## src/rtl/core/ogop_pkg.sv

```systemverilog
`timescale 1ns / 1ps

package ogop_pkg;

  // Default map limits.
  localparam int MAX_WIDTH_DEF  = 32;
  localparam int MAX_HEIGHT_DEF = 32;

  // Entries of the queue between the front and the back.
  localparam int QUEUE_DEPTH = 4;

  localparam int CFG_W     = 6;
  localparam int CFG_IDX_W = 1;
  localparam int CODE_W    = 2;
  localparam int POS_W     = 5;
  localparam int LINE_W    = 2 * CODE_W;

  localparam logic [CFG_W-1:0] GRID_WIDTH_RST  = 6'd20;
  localparam logic [CFG_W-1:0] GRID_HEIGHT_RST = 6'd20;

  // Configuration register indexes.
  localparam logic [CFG_IDX_W-1:0] REG_GRID_WIDTH  = 1'b0;
  localparam logic [CFG_IDX_W-1:0] REG_GRID_HEIGHT = 1'b1;

  // Cell codes.
  localparam logic [CODE_W-1:0] CODE_FREE = 2'd0;
  localparam logic [CODE_W-1:0] CODE_OBST = 2'd1;
  localparam logic [CODE_W-1:0] CODE_PAD  = 2'd2;

  // Emission slots of one input cell, in raster order of the emitted cells.
  localparam int EMIT_N        = 4;
  localparam int EMIT_BEHIND   = 0;  // cell whose window just closed
  localparam int EMIT_ROW_END  = 1;  // last cell of the row above the last row
  localparam int EMIT_LAST_ROW = 2;  // previous cell of the last row
  localparam int EMIT_FINAL    = 3;  // the frame's last cell

  typedef struct packed {
    logic [EMIT_N-1:0] emit;
    logic              c0;
    logic              c_ge1;
    logic              c_ge2;
    logic              w_ge2;
    logic              r_ge1;
    logic              r_ge2;
    logic              r_ge3;
  } rec_flags_t;

  // One column of the 3x3 window: rows r-2, r-1 and r of the cell's column.
  typedef struct packed {
    logic [CODE_W-1:0] top;
    logic [CODE_W-1:0] mid;
    logic [CODE_W-1:0] bot;
  } col_vec_t;

endpackage

```

## src/rtl/core/occupancy_grid_obstacle_padding.sv

```systemverilog
`timescale 1ns / 1ps
// Path: a result passes the queue, the back's cell register and the output register;
//   a cell is released width+1 cells later, a last-row cell one cell later.
// Throughput: one cell, one result transfer per cycle if unstalled; a last-row cell after the
//   first releases two results (the last cell four), so the last row runs at half rate.
// Reset: synchronous, active low; clears counters, queue and output valid, sets a 20x20 map.
//   The line buffer is not cleared: a row is read only after this frame has written it.

module occupancy_grid_obstacle_padding import ogop_pkg::*; #(
  parameter int MAX_WIDTH  = MAX_WIDTH_DEF,
  parameter int MAX_HEIGHT = MAX_HEIGHT_DEF
) (
  input  logic                 clk,
  input  logic                 rst_n,
  // configuration writes
  input  logic                 cfg_wr_en,
  input  logic [CFG_IDX_W-1:0] cfg_index,
  input  logic [CFG_W-1:0]     cfg_wdata,
  // raster cells in
  input  logic                 in_valid,
  output logic                 in_stall,
  input  logic [CODE_W-1:0]    in_cell_code,
  // padded cells out
  output logic                 out_valid,
  input  logic                 out_stall,
  output logic [CODE_W-1:0]    out_padded_code,
  output logic [POS_W-1:0]     out_cell_column,
  output logic [POS_W-1:0]     out_cell_row,
  output logic                 out_frame_done
);

  localparam int CW = (MAX_WIDTH > 1) ? $clog2(MAX_WIDTH) : 1;
  localparam int RW = (MAX_HEIGHT > 1) ? $clog2(MAX_HEIGHT) : 1;

  // Front to queue.
  logic              f_push;
  logic [CODE_W-1:0] f_code;
  logic [CW-1:0]     f_col;
  logic [RW-1:0]     f_row;
  logic [CW-1:0]     f_e1_col;
  logic [RW-1:0]     f_e1_row;
  rec_flags_t        f_flags;
  logic              q_full;

  // Queue to back.
  logic              q_valid;
  logic              q_pop;
  logic [CODE_W-1:0] q_code;
  logic [CW-1:0]     q_col;
  logic [RW-1:0]     q_row;
  logic [CW-1:0]     q_e1_col;
  logic [RW-1:0]     q_e1_row;
  rec_flags_t        q_flags;

  // Front: track the raster position, work out which cells each input
  // releases and the window edges that fall outside the map.
  ogop_front #(
    .MAX_WIDTH  (MAX_WIDTH),
    .MAX_HEIGHT (MAX_HEIGHT)
  ) u_front (
    .clk          (clk),
    .rst_n        (rst_n),
    .cfg_wr_en    (cfg_wr_en),
    .cfg_index    (cfg_index),
    .cfg_wdata    (cfg_wdata),
    .in_valid     (in_valid),
    .in_stall     (in_stall),
    .in_cell_code (in_cell_code),
    .q_full       (q_full),
    .q_push       (f_push),
    .q_code       (f_code),
    .q_col        (f_col),
    .q_row        (f_row),
    .q_e1_col     (f_e1_col),
    .q_e1_row     (f_e1_row),
    .q_flags      (f_flags)
  );

  // Queue: absorb the burst at the end of a frame and output stalls, so the
  // front keeps taking cells while the back drains.
  ogop_queue #(
    .COL_W (CW),
    .ROW_W (RW),
    .DEPTH (QUEUE_DEPTH)
  ) u_queue (
    .clk         (clk),
    .rst_n       (rst_n),
    .push        (f_push),
    .push_code   (f_code),
    .push_col    (f_col),
    .push_row    (f_row),
    .push_e1_col (f_e1_col),
    .push_e1_row (f_e1_row),
    .push_flags  (f_flags),
    .full        (q_full),
    .pop         (q_pop),
    .head_valid  (q_valid),
    .head_code   (q_code),
    .head_col    (q_col),
    .head_row    (q_row),
    .head_e1_col (q_e1_col),
    .head_e1_row (q_e1_row),
    .head_flags  (q_flags)
  );

  // Back: read the two rows above from the line buffer, hold the last two
  // window columns, evaluate one window per cycle into the output register unless out_stall holds it.
  ogop_back #(
    .MAX_WIDTH  (MAX_WIDTH),
    .MAX_HEIGHT (MAX_HEIGHT)
  ) u_back (
    .clk             (clk),
    .rst_n           (rst_n),
    .q_valid         (q_valid),
    .q_pop           (q_pop),
    .q_code          (q_code),
    .q_col           (q_col),
    .q_row           (q_row),
    .q_e1_col        (q_e1_col),
    .q_e1_row        (q_e1_row),
    .q_flags         (q_flags),
    .out_valid       (out_valid),
    .out_stall       (out_stall),
    .out_padded_code (out_padded_code),
    .out_cell_column (out_cell_column),
    .out_cell_row    (out_cell_row),
    .out_frame_done  (out_frame_done)
  );

endmodule

```

## src/rtl/core/ogop_ram.sv

```systemverilog
`timescale 1ns / 1ps

module ogop_ram import ogop_pkg::*; #(
  parameter int WIDTH = LINE_W,
  parameter int DEPTH = MAX_WIDTH_DEF,
  localparam int AW   = (DEPTH > 1) ? $clog2(DEPTH) : 1
) (
  input  logic             clk,
  input  logic             we,
  input  logic [AW-1:0]    waddr,
  input  logic [WIDTH-1:0] wdata,
  input  logic             re,
  input  logic [AW-1:0]    raddr,
  output logic [WIDTH-1:0] rdata
);

  logic [WIDTH-1:0] mem [DEPTH];
  logic [WIDTH-1:0] rdata_r;

  always_ff @(posedge clk) begin
    if (we) begin
      mem[waddr] <= wdata;
    end
    if (re) begin
      rdata_r <= mem[raddr];
    end
  end

  assign rdata = rdata_r;

endmodule

```

## src/rtl/core/ogop_front.sv

```systemverilog
`timescale 1ns / 1ps

module ogop_front import ogop_pkg::*; #(
  parameter int MAX_WIDTH  = MAX_WIDTH_DEF,
  parameter int MAX_HEIGHT = MAX_HEIGHT_DEF,
  localparam int CW = (MAX_WIDTH > 1) ? $clog2(MAX_WIDTH) : 1,
  localparam int RW = (MAX_HEIGHT > 1) ? $clog2(MAX_HEIGHT) : 1
) (
  input  logic                 clk,
  input  logic                 rst_n,
  input  logic                 cfg_wr_en,
  input  logic [CFG_IDX_W-1:0] cfg_index,
  input  logic [CFG_W-1:0]     cfg_wdata,
  input  logic                 in_valid,
  output logic                 in_stall,
  input  logic [CODE_W-1:0]    in_cell_code,
  input  logic                 q_full,
  output logic                 q_push,
  output logic [CODE_W-1:0]    q_code,
  output logic [CW-1:0]        q_col,
  output logic [RW-1:0]        q_row,
  output logic [CW-1:0]        q_e1_col,
  output logic [RW-1:0]        q_e1_row,
  output rec_flags_t           q_flags
);

  logic [CFG_W-1:0] grid_width_r;
  logic [CFG_W-1:0] grid_height_r;
  logic [CW-1:0]    in_col_r;
  logic [RW-1:0]    in_row_r;
  logic [CW-1:0]    col_last;
  logic [RW-1:0]    row_last;
  logic             accept;
  logic             last;
  rec_flags_t       flags;

  // Clamp the map size to 1..max and keep the last column and row.
  always_comb begin
    if (grid_width_r == '0) begin
      col_last = '0;
    end else if (int'(grid_width_r) > MAX_WIDTH) begin
      col_last = CW'(MAX_WIDTH - 1);
    end else begin
      col_last = CW'(grid_width_r - 6'd1);
    end
    if (grid_height_r == '0) begin
      row_last = '0;
    end else if (int'(grid_height_r) > MAX_HEIGHT) begin
      row_last = RW'(MAX_HEIGHT - 1);
    end else begin
      row_last = RW'(grid_height_r - 6'd1);
    end
  end

  assign in_stall = q_full;
  assign accept   = in_valid && !q_full;
  assign last     = (in_col_r == col_last) && (in_row_r == row_last);

  always_comb begin
    flags       = '0;
    flags.c0    = (in_col_r == '0);
    flags.c_ge1 = (in_col_r != '0);
    flags.c_ge2 = (int'(in_col_r) >= 2);
    flags.w_ge2 = (col_last != '0);
    flags.r_ge1 = (in_row_r != '0);
    flags.r_ge2 = (int'(in_row_r) >= 2);
    flags.r_ge3 = (int'(in_row_r) >= 3);
    flags.emit[EMIT_BEHIND]   = (flags.r_ge1 && flags.c_ge1) || (flags.c0 && flags.r_ge2);
    flags.emit[EMIT_ROW_END]  = last && (row_last != '0);
    flags.emit[EMIT_LAST_ROW] = (in_row_r == row_last) && flags.c_ge1;
    flags.emit[EMIT_FINAL]    = last;
  end

  // Cell that leaves behind the current one: up-left in the row above, or the
  // end of the row two above when the current cell opens a row.
  always_comb begin
    if (in_col_r != '0) begin
      q_e1_col = in_col_r - CW'(1);
      q_e1_row = in_row_r - RW'(1);
    end else begin
      q_e1_col = col_last;
      q_e1_row = in_row_r - RW'(1) - RW'(1);
    end
  end

  assign q_push  = accept;
  assign q_code  = in_cell_code;
  assign q_col   = in_col_r;
  assign q_row   = in_row_r;
  assign q_flags = flags;

  always_ff @(posedge clk) begin
    if (!rst_n) begin
      grid_width_r  <= GRID_WIDTH_RST;
      grid_height_r <= GRID_HEIGHT_RST;
      in_col_r      <= '0;
      in_row_r      <= '0;
    end else if (cfg_wr_en) begin
      // Restart the frame on any register write.
      case (cfg_index)
        REG_GRID_WIDTH: begin
          grid_width_r <= cfg_wdata;
          in_col_r     <= '0;
          in_row_r     <= '0;
        end
        REG_GRID_HEIGHT: begin
          grid_height_r <= cfg_wdata;
          in_col_r      <= '0;
          in_row_r      <= '0;
        end
        default: begin
        end
      endcase
    end else if (accept) begin
      if (last) begin
        in_col_r <= '0;
        in_row_r <= '0;
      end else if (in_col_r == col_last) begin
        in_col_r <= '0;
        in_row_r <= in_row_r + RW'(1);
      end else begin
        in_col_r <= in_col_r + CW'(1);
      end
    end
  end

endmodule

```

## src/rtl/core/ogop_queue.sv

```systemverilog
`timescale 1ns / 1ps

module ogop_queue import ogop_pkg::*; #(
  parameter int COL_W = POS_W,
  parameter int ROW_W = POS_W,
  parameter int DEPTH = QUEUE_DEPTH,
  localparam int PW   = (DEPTH > 1) ? $clog2(DEPTH) : 1,
  localparam int NW   = $clog2(DEPTH + 1)
) (
  input  logic              clk,
  input  logic              rst_n,
  input  logic              push,
  input  logic [CODE_W-1:0] push_code,
  input  logic [COL_W-1:0]  push_col,
  input  logic [ROW_W-1:0]  push_row,
  input  logic [COL_W-1:0]  push_e1_col,
  input  logic [ROW_W-1:0]  push_e1_row,
  input  rec_flags_t        push_flags,
  output logic              full,
  input  logic              pop,
  output logic              head_valid,
  output logic [CODE_W-1:0] head_code,
  output logic [COL_W-1:0]  head_col,
  output logic [ROW_W-1:0]  head_row,
  output logic [COL_W-1:0]  head_e1_col,
  output logic [ROW_W-1:0]  head_e1_row,
  output rec_flags_t        head_flags
);

  logic [CODE_W-1:0] code_q   [DEPTH];
  logic [COL_W-1:0]  col_q    [DEPTH];
  logic [ROW_W-1:0]  row_q    [DEPTH];
  logic [COL_W-1:0]  e1_col_q [DEPTH];
  logic [ROW_W-1:0]  e1_row_q [DEPTH];
  rec_flags_t        flags_q  [DEPTH];

  logic [PW-1:0] wr_ptr_r;
  logic [PW-1:0] rd_ptr_r;
  logic [NW-1:0] count_r;

  assign full        = (count_r == NW'(DEPTH));
  assign head_valid  = (count_r != '0);
  assign head_code   = code_q[rd_ptr_r];
  assign head_col    = col_q[rd_ptr_r];
  assign head_row    = row_q[rd_ptr_r];
  assign head_e1_col = e1_col_q[rd_ptr_r];
  assign head_e1_row = e1_row_q[rd_ptr_r];
  assign head_flags  = flags_q[rd_ptr_r];

  always_ff @(posedge clk) begin
    if (push) begin
      code_q[wr_ptr_r]   <= push_code;
      col_q[wr_ptr_r]    <= push_col;
      row_q[wr_ptr_r]    <= push_row;
      e1_col_q[wr_ptr_r] <= push_e1_col;
      e1_row_q[wr_ptr_r] <= push_e1_row;
      flags_q[wr_ptr_r]  <= push_flags;
    end
  end

  always_ff @(posedge clk) begin
    if (!rst_n) begin
      wr_ptr_r <= '0;
      rd_ptr_r <= '0;
      count_r  <= '0;
    end else begin
      if (push) begin
        wr_ptr_r <= (wr_ptr_r == PW'(DEPTH - 1)) ? '0 : wr_ptr_r + PW'(1);
      end
      if (pop) begin
        rd_ptr_r <= (rd_ptr_r == PW'(DEPTH - 1)) ? '0 : rd_ptr_r + PW'(1);
      end
      if (push && !pop) begin
        count_r <= count_r + NW'(1);
      end else if (pop && !push) begin
        count_r <= count_r - NW'(1);
      end
    end
  end

endmodule

```

## src/rtl/core/ogop_back.sv

```systemverilog
`timescale 1ns / 1ps

module ogop_back import ogop_pkg::*; #(
  parameter int MAX_WIDTH  = MAX_WIDTH_DEF,
  parameter int MAX_HEIGHT = MAX_HEIGHT_DEF,
  localparam int CW = (MAX_WIDTH > 1) ? $clog2(MAX_WIDTH) : 1,
  localparam int RW = (MAX_HEIGHT > 1) ? $clog2(MAX_HEIGHT) : 1
) (
  input  logic              clk,
  input  logic              rst_n,
  input  logic              q_valid,
  output logic              q_pop,
  input  logic [CODE_W-1:0] q_code,
  input  logic [CW-1:0]     q_col,
  input  logic [RW-1:0]     q_row,
  input  logic [CW-1:0]     q_e1_col,
  input  logic [RW-1:0]     q_e1_row,
  input  rec_flags_t        q_flags,
  output logic              out_valid,
  input  logic              out_stall,
  output logic [CODE_W-1:0] out_padded_code,
  output logic [POS_W-1:0]  out_cell_column,
  output logic [POS_W-1:0]  out_cell_row,
  output logic              out_frame_done
);

  // Window rows are top/mid/bot, or mid/bot with no row below when lower.
  function automatic logic [CODE_W-1:0] win_eval(
    input col_vec_t l,
    input col_vec_t c,
    input col_vec_t r,
    input logic     lv,
    input logic     rv,
    input logic     lower,
    input logic     topv
  );
    logic [CODE_W-1:0] lt, lm, lb, ct, cm, cb, rt, rm, rb;
    logic              top_hit, mid_hit, bot_hit;
    lt = lower ? l.mid : l.top;
    lm = lower ? l.bot : l.mid;
    lb = l.bot;
    ct = lower ? c.mid : c.top;
    cm = lower ? c.bot : c.mid;
    cb = c.bot;
    rt = lower ? r.mid : r.top;
    rm = lower ? r.bot : r.mid;
    rb = r.bot;
    top_hit = topv && ((lv && lt == CODE_OBST) || ct == CODE_OBST || (rv && rt == CODE_OBST));
    mid_hit = (lv && lm == CODE_OBST) || (rv && rm == CODE_OBST);
    bot_hit = !lower && ((lv && lb == CODE_OBST) || cb == CODE_OBST ||
                         (rv && rb == CODE_OBST));
    if (cm == CODE_OBST || cm == CODE_PAD) begin
      return cm;
    end else if (top_hit || mid_hit || bot_hit) begin
      return CODE_PAD;
    end else begin
      return CODE_FREE;
    end
  endfunction

  logic              b_valid_r;
  logic [EMIT_N-1:0] pend_r;
  rec_flags_t        b_flags_r;
  logic [CODE_W-1:0] b_code_r;
  logic [CW-1:0]     b_col_r;
  logic [RW-1:0]     b_row_r;
  logic [CW-1:0]     b_e1_col_r;
  logic [RW-1:0]     b_e1_row_r;
  logic              fwd_hit_r;
  logic [LINE_W-1:0] fwd_data_r;
  col_vec_t          p1_r;
  col_vec_t          p2_r;

  logic              out_valid_r;
  logic [CODE_W-1:0] out_code_r;
  logic [POS_W-1:0]  out_col_r;
  logic [POS_W-1:0]  out_row_r;
  logic              out_done_r;

  logic [LINE_W-1:0] ram_rdata;
  logic [LINE_W-1:0] line;
  logic [LINE_W-1:0] ram_wdata;
  col_vec_t          cur_vec;
  logic              emit_fire;
  logic [EMIT_N-1:0] pend_nxt;
  logic              b_leave;
  logic              b_take;

  col_vec_t          sel_l, sel_c, sel_r;
  logic              sel_lv, sel_rv, sel_lower, sel_topv, sel_done;
  logic [CW-1:0]     sel_col;
  logic [RW-1:0]     sel_row;
  logic [CODE_W-1:0] sel_code;

  // Two rows above the current cell, from the line buffer or forwarded.
  assign line        = fwd_hit_r ? fwd_data_r : ram_rdata;
  assign cur_vec.top = line[LINE_W-1:CODE_W];
  assign cur_vec.mid = line[CODE_W-1:0];
  assign cur_vec.bot = b_code_r;
  assign ram_wdata   = {cur_vec.mid, b_code_r};

  assign emit_fire = b_valid_r && (pend_r != '0) && (!out_valid_r || !out_stall);
  assign pend_nxt  = emit_fire ? (pend_r & (pend_r - EMIT_N'(1))) : pend_r;
  assign b_leave   = b_valid_r && (pend_nxt == '0);
  assign b_take    = q_valid && (!b_valid_r || b_leave);
  assign q_pop     = b_take;

  // Pick the lowest pending emission and set up its window.
  always_comb begin
    sel_l     = p2_r;
    sel_c     = p1_r;
    sel_r     = cur_vec;
    sel_lv    = 1'b0;
    sel_rv    = 1'b0;
    sel_lower = 1'b0;
    sel_topv  = 1'b0;
    sel_done  = 1'b0;
    sel_col   = b_col_r;
    sel_row   = b_row_r;
    if (pend_r[EMIT_BEHIND]) begin
      sel_col = b_e1_col_r;
      sel_row = b_e1_row_r;
      if (b_flags_r.c0) begin
        sel_lv   = b_flags_r.w_ge2;
        sel_topv = b_flags_r.r_ge3;
      end else begin
        sel_lv   = b_flags_r.c_ge2;
        sel_rv   = 1'b1;
        sel_topv = b_flags_r.r_ge2;
      end
    end else if (pend_r[EMIT_ROW_END]) begin
      sel_l    = p1_r;
      sel_c    = cur_vec;
      sel_lv   = b_flags_r.c_ge1;
      sel_topv = b_flags_r.r_ge2;
      sel_row  = b_row_r - RW'(1);
    end else if (pend_r[EMIT_LAST_ROW]) begin
      sel_lv    = b_flags_r.c_ge2;
      sel_rv    = 1'b1;
      sel_lower = 1'b1;
      sel_topv  = b_flags_r.r_ge1;
      sel_col   = b_col_r - CW'(1);
    end else begin
      sel_l     = p1_r;
      sel_c     = cur_vec;
      sel_lv    = b_flags_r.c_ge1;
      sel_lower = 1'b1;
      sel_topv  = b_flags_r.r_ge1;
      sel_done  = 1'b1;
    end
    sel_code = win_eval(sel_l, sel_c, sel_r, sel_lv, sel_rv, sel_lower, sel_topv);
  end

  ogop_ram #(
    .WIDTH (LINE_W),
    .DEPTH (MAX_WIDTH)
  ) u_line_ram (
    .clk   (clk),
    .we    (b_leave),
    .waddr (b_col_r),
    .wdata (ram_wdata),
    .re    (b_take),
    .raddr (q_col),
    .rdata (ram_rdata)
  );

  always_ff @(posedge clk) begin
    if (!rst_n) begin
      b_valid_r   <= 1'b0;
      pend_r      <= '0;
      out_valid_r <= 1'b0;
    end else begin
      b_valid_r   <= b_take || (b_valid_r && !b_leave);
      pend_r      <= b_take ? q_flags.emit : pend_nxt;
      out_valid_r <= emit_fire || (out_valid_r && out_stall);
    end
  end

  always_ff @(posedge clk) begin
    if (b_take) begin
      b_flags_r  <= q_flags;
      b_code_r   <= q_code;
      b_col_r    <= q_col;
      b_row_r    <= q_row;
      b_e1_col_r <= q_e1_col;
      b_e1_row_r <= q_e1_row;
      // Forward the column written at this edge by the cell that leaves.
      fwd_hit_r  <= b_valid_r && (q_col == b_col_r);
      fwd_data_r <= ram_wdata;
    end
    if (b_leave) begin
      p2_r <= p1_r;
      p1_r <= cur_vec;
    end
    if (emit_fire) begin
      out_code_r <= sel_code;
      out_col_r  <= POS_W'(sel_col);
      out_row_r  <= POS_W'(sel_row);
      out_done_r <= sel_done;
    end
  end

  assign out_valid       = out_valid_r;
  assign out_padded_code = out_code_r;
  assign out_cell_column = out_col_r;
  assign out_cell_row    = out_row_r;
  assign out_frame_done  = out_done_r;

endmodule
```

## config.mk

```make
export PLATFORM = sky130hd
export DESIGN_NAME = occupancy_grid_obstacle_padding
export DESIGN_NICKNAME = d
export VERILOG_FILES = /design/src/rtl/core/ogop_pkg.sv /design/src/rtl/core/occupancy_grid_obstacle_padding.sv /design/src/rtl/core/ogop_ram.sv /design/src/rtl/core/ogop_front.sv /design/src/rtl/core/ogop_queue.sv /design/src/rtl/core/ogop_back.sv
export SDC_FILE = /design/constraint.sdc
export NUM_CORES = 1
export LEC_CHECK = 0
export BUFFER_PORTS_ARGS = -buffer_cell sky130_fd_sc_hd__buf_2
export CAP_MARGIN = 5
export CORE_UTILIZATION = 40
export DETAILED_ROUTE_END_ITERATION = 8
export RECOVER_POWER = 25
export SYNTH_ARGS = -nofsm -noshare
export SYNTH_HDL_FRONTEND = slang
export SYNTH_HIERARCHICAL = 1
export SYNTH_SLANG_ARGS = --single-unit
```

## constraint.sdc

```tcl
create_clock -name clk -period 5.15 [get_ports clk]
set_input_delay 0.2575 -clock clk [delete_from_list [all_inputs] [get_ports clk]]
set_output_delay 0.2575 -clock clk [all_outputs]
set_load 0.1 [all_outputs]
```

==> results.md, run 1 <==
## Run status
- run status: finished, violations left
- failing checks: capacitance limit, slew limit

## Setup path
- critical register-to-register path endpoint: u_back/u_line_ram/rdata[0]$_DFFE_PP_
- ordered cell list for the critical path: buf_4 > mux4_2 > mux4_2 > mux4_2 > mux2_2
- most frequent cell on the critical path: sky130_fd_sc_hd__mux4_2
- crit-path max cell delay: 0.98 ns
- internal reg-to-reg setup slack: 1.86 ns
- critical path peak fanout: 34
- arrival time worst endpoint: 3.61 ns
- sum of buffers and inverters on the critical path: 1
- R2R cell count: 5
- CP top delay family: multiplexers
- classification of the worst setup path: reg -> reg
- nature of the critical path endpoint: flip-flop
- Req. time, crit path: 5.47 ns
- depth of the critical timing path with buffers and inverters included: 5
- Critical Path Source Type: flip-flop
- cell with the biggest individual delay on the critical path: sky130_fd_sc_hd__mux4_2

## GRT
- maximum number of pins on one net before global-route repair: 41
- leftover overflow at the end of global routing: 0
- vias in the first global route: 7,727
- number of antenna violations at the first check in global routing: 1
- total routing resource utilization after global routing: 15.8%
- global-route wire length before repair: 46.1 mm

## Floorplan
- core area: 37,600 µm²
- # rows: 71
- die boundary width: 197 µm
- Die Span Y: 197 µm
- Top Ports: 29
- Initial Utilization: 40.5%
- overall die area: 38,800 µm²

## Power and ir drop
- total power density per cell area: 586 nW/µm²
- total leakage power: 5.58 nW
- Power Total: 10.1 mW
- worst-case vdd ir drop: 0.322 mV

## Synthesis
- number of warnings issued by yosys: 6
- cell types with the largest area share after synthesis: sky130_fd_sc_hd__edfxtp_1 64%, sky130_fd_sc_hd__mux4_2 11%, sky130_fd_sc_hd__dfxtp_1 4.9%
- most used flip-flop cell after synthesis: sky130_fd_sc_hd__edfxtp_1
- share of the synthesized area in compound gates (AO/OA/AOI/OAI): 3.63%
- area share of the leading cell type in the synthesized netlist: 63.8%
- share of synthesized area occupied by flip-flops and latches: 68.6%
- Async S/R FF share, synth: 0%
- proportion of synthesized area in mux cells: 13.2%
- synthesized-area fraction occupied by and/or/nand/nor cells: 8.24%
- cell type with the highest aggregate area in the netlist: sky130_fd_sc_hd__edfxtp_1
- Post-Synth Adder-Cell Area: 2.06%
- count of flip-flops with a built-in enable after synthesis: 323
- Synth Instances: 903
- number of distinct library cell variants in the gate-level netlist after synthesis: 75
- Syn Std Cell Area: 15,200 µm²
- average instance area after synthesis: 16.8 µm²
- Mapped Nets: 938
- main combinational cell family by area after synthesis: multiplexers
- Synth Area in XOR/XNOR: 1.78%
- Yosys reg bits: 360

## Layout
- share of final-layout standard cells stronger than drive strength 1: 19.9%
- commonest non-fill, non-tap cells in the layout: 323 x sky130_fd_sc_hd__edfxtp_1, 72 x sky130_fd_sc_hd__mux4_2, 61 x sky130_fd_sc_hd__nor2_1, 50 x sky130_fd_sc_hd__nand2_1, 40 x sky130_fd_sc_hd__clkbuf_16
- layout overhead on the synthesized area: 13.7%
- most common cell after layout, fill and taps aside: sky130_fd_sc_hd__edfxtp_1
- Antenna Cells: 0
- core occupancy in the finished layout: 46.0%
- Fillers: 3,163
- final standard cell count with taps included and fillers excluded: 1,499
- multi-input combinational cell area: 4390 µm²
- Reg area: 10,400 µm²
- number of nets in the layout: 991

## Clocking
- post-CTS clock slew at the launch and capture registers of the worst setup and hold paths: 0.06 ns
- deepest clock path buffer count: 3
- deepest level of the CTS H-tree: 2
- clock net sink count: 360
- CTS tree: built
- worst skew pair latency: 0.57 ns
- CTS Root Buffer Type: sky130_fd_sc_hd__clkbuf_16
- number of buffers created by CTS: 40

## Timing
- final worst-path cycle share: 63.9%
- number of slew-limit violations in the final report: 70
- max_slew headroom: -10.4%
- number of failing hold endpoints at the final stage: 0
- Clock Skews: 0.0221 ns
- Final Hold Slack: 0.0378 ns
- Worst Max-Slew Pin Slew: 1.66 ns
- clock period minus final worst setup slack: 3.29 ns
- timing-limited maximum frequency: 304 MHz
- RSZ-0062 raised after global routing: false
- Setup violations, final: 0
- Sum Neg Setup Slack: 0 ns

## Route
- aggregate routed wire length: 29.5 mm
- Iteration-0 DRC Markers: 620
- number of vias per cell after detailed routing: 5.20
- post-detailed-route wirelength per cell: 19.7 µm
- remaining antenna violation count: 0
- detailed-routing iteration count for the pre-antenna-repair pass: 5
- DRC violations left: 0
- vias: 7,798

## Worst hold path
- Worst Hold Endpoint: u_front/grid_height_r[5]$_SDFFE_PN0P_
- worst hold-check path type: in -> reg
- Min-Delay Path Depth: 3
- critical hold path startpoint: cfg_index

## Placed design
- detailed placer's ending HPWL: 18.8 mm
- Port-buffer cells: 28
- Placed Cells incl. Taps: 1,416
- final weighted congestion of routability-driven global placement: 0.809

## Flow run
- number of maximum-capacitance constraint violations: 2

registers in the layout, indices dropped and copies added, names as in the netlist, 7 cells and up, named ones only:
| name | count |
|---|---|
| u_back/u_line_ram/mem | 128 |
| u_queue/e1_row_q | 20 |
| u_queue/e1_col_q | 20 |
| u_queue/code_q | 8 |
| u_queue/flags_q | 44 |
| u_back/b_flags_r | 7 |
| u_queue/row_q | 20 |
| u_queue/col_q | 20 |
final cells by class:
class                      instances  share of cell area (%)
sequential                       360                    60.4
tap                              511                    3.70
timing repair buffer              51                    1.82
inverter                          29                   0.630
clock buffer                      48                    5.96
multi-input combinational        474                    25.4
clock inverter                    26                    2.14
logic make-up after synthesis:
family | count (synthesis)
AOI/OAI and AO/OA | 81
xor gates and xnor gates | 30
adders and majority gates | 25
buffers and inverters | 69
DFF | 360
muxes | 105
and+or+nand+nor | 233
how the worst max path moves through the flow:
| stage | start | to |
|---|---|---|
| floorplan | u_back/out_valid$_SDFF_PN0_ | u_queue/count_r[2]$_SDFFE_PN0P_ |
| global placement | flip-flop | u_back/u_line_ram/rdata[1]$_DFFE_PP_ |
| detailed placement | flip-flop | u_back/u_line_ram/rdata[0]$_DFFE_PP_ |
| CTS | flip-flop | u_back/u_line_ram/rdata[0]$_DFFE_PP_ |
| global route | u_back/pend_r[1]$_SDFF_PN0_ | u_queue/count_r[2]$_SDFFE_PN0P_ |
| finish | flip-flop | u_back/u_line_ram/rdata[0]$_DFFE_PP_ |
tightest hold or removal path: stages:
cell and delay (ns):
sky130_fd_sc_hd__buf_2 0.14, sky130_fd_sc_hd__nand3_1 0.08, sky130_fd_sc_hd__a21boi_0 0.07
layer usage:
metal	track usage (%)	wire [µm]	vias up
met5	0	0	-
met4	5.66	719	0
met3	3.58	1490	51
met2	24.6	13800	183
met1	21.8	13500	3927
li1	-	-	3637
cell usage after synthesis (6+ instances only):
cell type	instances
sky130_fd_sc_hd__o21a_1	6
sky130_fd_sc_hd__mux2_2	10
sky130_fd_sc_hd__nand2b_1	11
sky130_fd_sc_hd__nand3_1	23
sky130_fd_sc_hd__ha_1	20
sky130_fd_sc_hd__a21oi_1	14
sky130_fd_sc_hd__o22ai_1	6
sky130_fd_sc_hd__nor2_1	61
sky130_fd_sc_hd__xnor2_1	16
sky130_fd_sc_hd__nand2_1	50
sky130_fd_sc_hd__nor3_1	12
sky130_fd_sc_hd__mux2i_1	17
sky130_fd_sc_hd__or3_1	6
sky130_fd_sc_hd__buf_2	6
sky130_fd_sc_hd__o21ai_0	20
sky130_fd_sc_hd__nor2b_1	20
sky130_fd_sc_hd__buf_1	6
sky130_fd_sc_hd__dfxtp_1	37
sky130_fd_sc_hd__xor2_1	13
sky130_fd_sc_hd__inv_1	26
sky130_fd_sc_hd__clkbuf_1	14
sky130_fd_sc_hd__a21boi_0	6
sky130_fd_sc_hd__buf_4	6
sky130_fd_sc_hd__edfxtp_1	323
sky130_fd_sc_hd__mux4_2	71
report_power, final:
part / internal [mW] / switching [mW]
clock: 1.85 / 1.16
sequential: 4.00 / 0.303
combinational: 1.07 / 1.75
metrics by stage:
| step | setup slack (ns) | cell area, µm² |
|---|---|---|
| floorplan | 1.64 | 15200 |
| global placement | 1.84 | 15800 |
| detailed placement | 1.77 | 15800 |
| CTS | 1.78 | 17300 |
| global route | 1.60 | 17300 |
| finish | 1.86 | 17300 |
what timing repair did:
item,in CTS,in global routing
gates resized for setup,0,0
hold endpoints to repair,21,0
setup buffers,0,0
hold buffers,9,0
Note: power is estimated with default switching activity, not from simulation.
==> run 2: changes to the inputs <==
==> constraint.sdc (replaced) <==
create_clock -name clk -period 3 [get_ports clk]
set_input_delay 0.15 -clock clk [delete_from_list [all_inputs] [get_ports clk]]
set_output_delay 0.15 -clock clk [all_outputs]
set_load 0.1 [all_outputs]
==> run 2 against run 1 <==
Compared with the run above:
- the run still ends with capacitance limit, slew limit left
- clock power up 64%
- via count up 0.44%
- clock skew down 0.0053 ns
- cell area up 0.51%
- register-to-register slack worse by 1.6 ns
- worst hold slack worse by 0.0048 ns
- cell count up 1.2%
- count of clock-buffer cells in the layout up 8
- die area unchanged
- power up 70%
- utilization up 0.24 points
- critical path type unchanged
- critical endpoint is now u_back/u_line_ram/rdata[1]$_DFFE_PP_
==> results.md, run 2 (same netlist as run 1, synthesis figures left out) <==
## Timing
- RSZ-0062 raised after global routing: false, unchanged
- number of failing hold endpoints at the final stage: 0, unchanged
- max_slew headroom: -1.18%, was -10.4%
- number of slew-limit violations in the final report: 34, was 70
- Sum Neg Setup Slack: 0 ns, unchanged
- Setup violations, final: 0, unchanged
- Final Hold Slack: 0.0330 ns, was 0.0378 ns
- clock period minus final worst setup slack: 2.78 ns, was 3.29 ns
- Worst Max-Slew Pin Slew: 1.52 ns, was 1.66 ns
- timing-limited maximum frequency: 360 MHz, was 304 MHz
- final worst-path cycle share: 92.6%, was 63.9%
- Clock Skews: 0.0168 ns, was 0.0221 ns

## Setup path
- classification of the worst setup path: reg -> reg, unchanged
- arrival time worst endpoint: 3.08 ns, was 3.61 ns
- critical path peak fanout: 34, unchanged
- Critical Path Source Type: flip-flop, unchanged
- Req. time, crit path: 3.30 ns, was 5.47 ns
- nature of the critical path endpoint: flip-flop, unchanged
- critical register-to-register path endpoint: u_back/u_line_ram/rdata[1]$_DFFE_PP_, was u_back/u_line_ram/rdata[0]$_DFFE_PP_
- R2R cell count: 5, unchanged
- internal reg-to-reg setup slack: 0.22 ns, was 1.86 ns

## Clocking
- number of buffers created by CTS: 40, unchanged
- deepest clock path buffer count: 3, unchanged
- clock net sink count: 360, unchanged
- CTS Root Buffer Type: sky130_fd_sc_hd__clkbuf_16, unchanged
- deepest level of the CTS H-tree: 2, unchanged
- post-CTS clock slew at the launch and capture registers of the worst setup and hold paths: 0.06 ns, about the same
- CTS tree: built, unchanged
- worst skew pair latency: 0.55 ns, was 0.57 ns

## Floorplan
- core area: 37,600 µm², unchanged
- die boundary width: 197 µm, unchanged
- Initial Utilization: 40.5%, unchanged
- Top Ports: 29, unchanged
- # rows: 71, unchanged
- Die Span Y: 197 µm, unchanged
- overall die area: 38,800 µm², unchanged

## Route
- uppermost layer routed: met4, unchanged
- Iteration-0 DRC Markers: 608, was 620
- number of vias per cell after detailed routing: 5.16, was 5.20
- routed length on met3: 1.40 mm, was 1.49 mm
- remaining antenna violation count: 0, unchanged
- DRC violations left: 0, unchanged
- detailed-routing iteration count for the pre-antenna-repair pass: 5, unchanged
- WL met1: 13.7 mm, was 13.5 mm
- vias: 7,832, was 7,798
- aggregate routed wire length: 30.0 mm, was 29.5 mm
- post-detailed-route wirelength per cell: 19.8 µm, was 19.7 µm
- Routed met2 length: 14.2 mm, was 13.8 mm

## Power and ir drop
- total power density per cell area: 993 nW/µm², was 586 nW/µm²
- design internal power: 11.8 mW, was 6.92 mW
- worst-case vdd ir drop: 0.430 mV, was 0.322 mV
- Seq pwr share: 42.5%, was 42.4%
- total leakage power: 5.62 nW, was 5.58 nW
- part of the power in combinational logic: 29.0%, was 27.8%
- fraction of power spent switching nets: 31.7%, about the same
- clock network fraction of total power: 28.5%, was 29.7%
- net switching power figure: 5.47 mW, was 3.22 mW

## Placed design
- final weighted congestion of routability-driven global placement: 0.761, was 0.809
- detailed placer's ending HPWL: 19.5 mm, was 18.8 mm
- Port-buffer cells: 28, unchanged

## Worst hold path
- Worst Hold Endpoint: u_front/grid_width_r[2]$_SDFFE_PN1P_, was u_front/grid_height_r[5]$_SDFFE_PN0P_
- Min-Delay Path Depth: 2, was 3
- critical hold path startpoint: rst_n, was cfg_index
- worst hold-check path type: in -> reg, unchanged

## Layout
- registers with the highest flip-flop counts: u_back/u_line_ram/mem x128, u_queue/flags_q x44, unchanged
- Fillers: 3,215, was 3,163
- max FFs per register: 128, unchanged
- Antenna Cells: 0, unchanged
- most common cell after layout, fill and taps aside: sky130_fd_sc_hd__edfxtp_1, unchanged
- layout overhead on the synthesized area: 14.3%, was 13.7%
- number of nets in the layout: 1,009, was 991
- commonest non-fill, non-tap cells in the layout: 323 x sky130_fd_sc_hd__edfxtp_1, 72 x sky130_fd_sc_hd__mux4_2, 61 x sky130_fd_sc_hd__nor2_1, 50 x sky130_fd_sc_hd__nand2_1, 41 x sky130_fd_sc_hd__clkbuf_16, was 323 x sky130_fd_sc_hd__edfxtp_1, 72 x sky130_fd_sc_hd__mux4_2, 61 x sky130_fd_sc_hd__nor2_1, 50 x sky130_fd_sc_hd__nand2_1, 40 x sky130_fd_sc_hd__clkbuf_16
- share of final-layout standard cells stronger than drive strength 1: 20.4%, was 19.9%
- Reg with most FFs: u_back/u_line_ram/mem, unchanged

## GRT
- vias in the first global route: 8,082, was 7,727
- leftover overflow at the end of global routing: 0, unchanged
- number of antenna violations at the first check in global routing: 1, unchanged
- global-route wire length before repair: 47.1 mm, was 46.1 mm
- total routing resource utilization after global routing: 16.1%, was 15.8%
- maximum number of pins on one net before global-route repair: 41, unchanged

## Flow run
- number of maximum-capacitance constraint violations: 1, was 2

## Run status
- run status: finished, violations left, unchanged
- failing checks: capacitance limit, slew limit, unchanged

## run 2: changes by cell type in the layout (fill, tap and decap cells not counted), sizes merged
cell / before / now
clkbuf: 57 / 76
dlygate4sd3: 9 / 12
buf: 33 / 37
bufinv: 8 / 4
clkinvlp: 3 / 2
clkinv: 14 / 11
## run 2: final cells by class
class                   instances  area (µm²)  area share [%]
inverters                      29         111           0.641
multi-input cells             474        4390            25.3
flip-flops and latches        360       10400            60.1
clock buffers                  56        1140            6.57
well taps                     511         639            3.68
clock inverters                18         205            1.18
repair buffers                 69         445            2.56
## run 2: layer usage
metal,track usage (%),vias up
met5,0,-
met1,22.1,3933
met2,26.0,192
li1,-,3668
met4,5.43,0
met3,2.87,39
## run 2: power groups by stage
stage	Combinational, mW	Sequential, mW	Clock, mW
6_report	5.00	7.34	4.93
5_1_grt	5.43	7.43	5.20
4_1_cts	5.15	7.34	5.03
3_5_place_dp	5.13	7.43	0
3_3_place_gp	5.07	7.42	0
2_1_floorplan	3.32	7.83	0
## run 2: critical path, stage by stage, from the launching register on
cell                      delay, ns
sky130_fd_sc_hd__dfxtp_2       0.47
sky130_fd_sc_hd__mux4_2        0.57
sky130_fd_sc_hd__buf_12        0.22
sky130_fd_sc_hd__mux4_2        0.49
sky130_fd_sc_hd__mux4_2        0.48
sky130_fd_sc_hd__mux2_2        0.27
## run 2: how the worst max path moves through the flow
stage	startpoint	endpoint	slack, ns	cells after the start
global placement	flip-flop	u_back/u_line_ram/rdata[2]$_DFFE_PP_	0.26	5
floorplan	u_back/out_valid$_SDFF_PN0_	u_queue/count_r[2]$_SDFFE_PN0P_	0.13	13
global route	u_front/grid_width_r[0]$_SDFFE_PN0P_	u_front/q_row[2]$_SDFFE_PP0P_	0.09	9
CTS	flip-flop	u_back/u_line_ram/rdata[0]$_DFFE_PP_	0.20	5
detailed placement	flip-flop	u_back/u_line_ram/rdata[2]$_DFFE_PP_	0.22	5
finish	flip-flop	u_back/u_line_ram/rdata[1]$_DFFE_PP_	0.22	5
## run 2: repair_timing
action,in CTS,in global routing
endpoints found under the setup margin,0,5
hold endpoints to repair,21,0
gates resized for setup,0,2
hold buffers,12,0
setup buffers,0,0
## run 2: stage by stage
stage | power [mW] | std cells | instance area, µm² | setup slack (ns) | util (%)
3_5_place_dp | 12.6 | 1431 | 16000 | 0.224 | 42.5
4_1_cts | 17.5 | 1517 | 17400 | 0.203 | 46.4
6_report | 17.3 | 1517 | 17400 | 0.222 | 46.2
2_1_floorplan | 11.1 | 903 | 15200 | 0.132 | -
3_3_place_gp | 12.5 | 1431 | 16000 | 0.260 | 42.5
5_1_grt | 18.1 | 1517 | 17400 | 0.0904 | 46.2
==> run 3: changes to the inputs <==
--- a/config.mk
+++ b/config.mk
@@ -7,8 +7,12 @@
 export LEC_CHECK = 0
 export BUFFER_PORTS_ARGS = -buffer_cell sky130_fd_sc_hd__buf_2
 export CAP_MARGIN = 5
+export CELL_PAD_IN_SITES_DETAIL_PLACEMENT = 1
+export CELL_PAD_IN_SITES_GLOBAL_PLACEMENT = 2
 export CORE_UTILIZATION = 40
+export CTS_BUF_LIST = sky130_fd_sc_hd__clkbuf_4 sky130_fd_sc_hd__clkbuf_8
 export DETAILED_ROUTE_END_ITERATION = 8
+export PLACE_DENSITY_LB_ADDON = 0.1
 export RECOVER_POWER = 25
 export SYNTH_ARGS = -nofsm -noshare
 export SYNTH_HDL_FRONTEND = slang
==> run 3 against run 2 <==
Compared with the run above:
- the run still ends with capacitance limit, slew limit left
- count of clock-buffer cells in the layout grew 19
- register-to-register slack worse by 0.06 ns
- critical path depth increased by 4
- sequential power is essentially flat
- sequential cell count unchanged
- worst setup slack worse by 0.058 ns
- clock power down 0.8%
==> results.md, run 3 (same netlist as run 1, synthesis figures left out) <==
## Run status
- run status: finished, violations left, unchanged
- failing checks: capacitance limit, slew limit, unchanged

## Layout
- max FFs per register: 128, unchanged
- registers with the highest flip-flop counts: u_back/u_line_ram/mem x128, u_queue/flags_q x44, unchanged
- Reg with most FFs: u_back/u_line_ram/mem, unchanged
- most common cell after layout, fill and taps aside: sky130_fd_sc_hd__edfxtp_1, unchanged
- number of nets in the layout: 1,035, was 1,009
- commonest non-fill, non-tap cells in the layout: 323 x sky130_fd_sc_hd__edfxtp_1, 72 x sky130_fd_sc_hd__mux4_2, 62 x sky130_fd_sc_hd__clkbuf_8, 61 x sky130_fd_sc_hd__nor2_1, 50 x sky130_fd_sc_hd__nand2_1, was 323 x sky130_fd_sc_hd__edfxtp_1, 72 x sky130_fd_sc_hd__mux4_2, 61 x sky130_fd_sc_hd__nor2_1, 50 x sky130_fd_sc_hd__nand2_1, 41 x sky130_fd_sc_hd__clkbuf_16
- Antenna Cells: 0, unchanged
- share of final-layout standard cells stronger than drive strength 1: 23.8%, was 20.4%
- layout overhead on the synthesized area: 14.8%, was 14.3%
- Fillers: 3,633, was 3,215

## Clocking
- post-CTS clock slew at the launch and capture registers of the worst setup and hold paths: 0.06 ns, about the same
- deepest level of the CTS H-tree: 2, unchanged
- number of buffers created by CTS: 61, was 40
- worst skew pair latency: 0.66 ns, was 0.55 ns
- clock net sink count: 360, unchanged
- CTS Root Buffer Type: sky130_fd_sc_hd__clkbuf_8, was sky130_fd_sc_hd__clkbuf_16
- CTS tree: built, unchanged
- deepest clock path buffer count: 3, unchanged
- postcts setup bufs: 0, unchanged

## Timing
- Sum Neg Setup Slack: 0 ns, unchanged
- RSZ-0062 raised after global routing: false, unchanged
- number of failing hold endpoints at the final stage: 0, unchanged
- timing-limited maximum frequency: 353 MHz, was 360 MHz
- final worst-path cycle share: 94.5%, was 92.6%
- Setup violations, final: 0, unchanged
- max_slew headroom: -10.8%, was -1.18%
- number of slew-limit violations in the final report: 105, was 34
- Worst Max-Slew Pin Slew: 1.66 ns, was 1.52 ns
- clock period minus final worst setup slack: 2.84 ns, was 2.78 ns
- Clock Skews: 0.0362 ns, was 0.0168 ns

## Setup path
- Req. time, crit path: 3.57 ns, was 3.30 ns
- classification of the worst setup path: reg -> reg, unchanged
- critical path peak fanout: 5, was 34
- Critical Path Source Type: flip-flop, unchanged
- arrival time worst endpoint: 3.41 ns, was 3.08 ns
- nature of the critical path endpoint: flip-flop, unchanged

## Power and ir drop
- total power density per cell area: 999 nW/µm², was 993 nW/µm²
- Power Total: 17.4 mW, was 17.3 mW
- worst-case vdd ir drop: 0.448 mV, was 0.430 mV
- total leakage power: 5.70 nW, was 5.62 nW

## Floorplan
- overall die area: 38,800 µm², unchanged
- Initial Utilization: 40.5%, unchanged
- Die Span Y: 197 µm, unchanged
- die boundary width: 197 µm, unchanged
- # rows: 71, unchanged
- core area: 37,600 µm², unchanged
- Top Ports: 29, unchanged

## Route
- aggregate routed wire length: 34.3 mm, was 30.0 mm
- Iteration-0 DRC Markers: 417, was 608
- DRC violations left: 0, unchanged
- post-detailed-route wirelength per cell: 22.0 µm, was 19.8 µm
- detailed-routing iteration count for the pre-antenna-repair pass: 4, was 5
- vias: 8,149, was 7,832
- number of vias per cell after detailed routing: 5.22, was 5.16
- remaining antenna violation count: 0, unchanged

## Flow run
- number of maximum-capacitance constraint violations: 3, was 1

## Placed design
- final weighted congestion of routability-driven global placement: 0.751, was 0.761
- Port-buffer cells: 28, unchanged
- detailed placer's ending HPWL: 22.6 mm, was 19.5 mm

## GRT
- number of antenna violations at the first check in global routing: 0, was 1
- global-route wire length before repair: 53.7 mm, was 47.1 mm
- maximum number of pins on one net before global-route repair: 41, unchanged
- vias in the first global route: 9,088, was 8,082
- total routing resource utilization after global routing: 18.6%, was 16.1%
- leftover overflow at the end of global routing: 0, unchanged

## Worst hold path
- worst hold-check path type: in -> reg, unchanged

[run 3: final cells by class]
cell class / count / area (µm²) / area share [%]
tap: 511 / 639 / 3.66
sequential: 360 / 10400 / 59.8
inverter: 29 / 111 / 0.638
timing repair buffer: 74 / 497 / 2.84
clock buffer: 75 / 951 / 5.45
multi-input combinational: 474 / 4400 / 25.2
clock inverter: 39 / 417 / 2.39
[run 3: critical path, cell delays in order (launching register included)]
cell and delay [ns]:
sky130_fd_sc_hd__dfxtp_1 0.33, sky130_fd_sc_hd__inv_1 0.14, sky130_fd_sc_hd__ha_1 0.21, sky130_fd_sc_hd__or4b_4 0.51
sky130_fd_sc_hd__maj3_2 0.37, sky130_fd_sc_hd__xnor2_2 0.14, sky130_fd_sc_hd__and4bb_4 0.28, sky130_fd_sc_hd__nand4_4 0.12
sky130_fd_sc_hd__or4b_1 0.50, sky130_fd_sc_hd__a31oi_1 0.17
[run 3: per-stage QoR]
step	std cells	util (%)	hold WS, ns	worst slack, ns	instance area, µm²
after floorplan	903	-	0.267	0.132	15200
after global placement	1432	42.5	0.365	0.200	16000
after detailed placement	1432	42.5	0.379	0.0662	16000
after CTS	1562	46.5	0.0120	0.0730	17500
after global routing	1562	46.5	0.0416	0.0224	17500
final	1562	46.5	0.0535	0.164	17500
[run 3: where the power goes]
| part | leakage [nW] | switching [mW] | internal (mW) |
|---|---|---|---|
| Clock | 0.708 | 2.02 | 2.87 |
| Combinational | 1.81 | 3.26 | 1.93 |
| Sequential | 3.18 | 0.492 | 6.87 |
| Total | 5.70 | 5.76 | 11.7 |
[run 3: path summary, 6_finish.rpt]
path / endpoint / startpoint / depth (start not counted) / slack [ns]
max: u_front/q_row[2]$_SDFFE_PP0P_ / u_front/grid_width_r[0]$_SDFFE_PN0P_ / 9 / 0.16
min: u_front/q_col[1]$_SDFFE_PP0P_ / in_valid / 4 / 0.05
max reg2reg: u_front/q_row[2]$_SDFFE_PP0P_ / u_front/grid_width_r[0]$_SDFFE_PN0P_ / 9 / 0.16
min reg2reg: u_back/p2_r[5]$_DFFE_PP_ / u_back/p1_r[5]$_DFFE_PP_ / 0 / 0.45
[run 3: timing repair]
action,in CTS,in global routing
hold endpoints to repair,21,0
endpoints found under the setup margin,0,9
hold buffers,16,0
gates resized for setup,0,4
[run 3: per-layer routing]
| metal | GRT usage, % | up-vias | share of wire [%] |
|---|---|---|---|
| met1 | 22.5 | 4207 | 42 |
| li1 | - | 3718 | - |
| met4 | 5.68 | 0 | 2.2 |
| met2 | 33.1 | 173 | 52 |
| met5 | 0 | - | 0 |
| met3 | 4.02 | 51 | 4.1 |
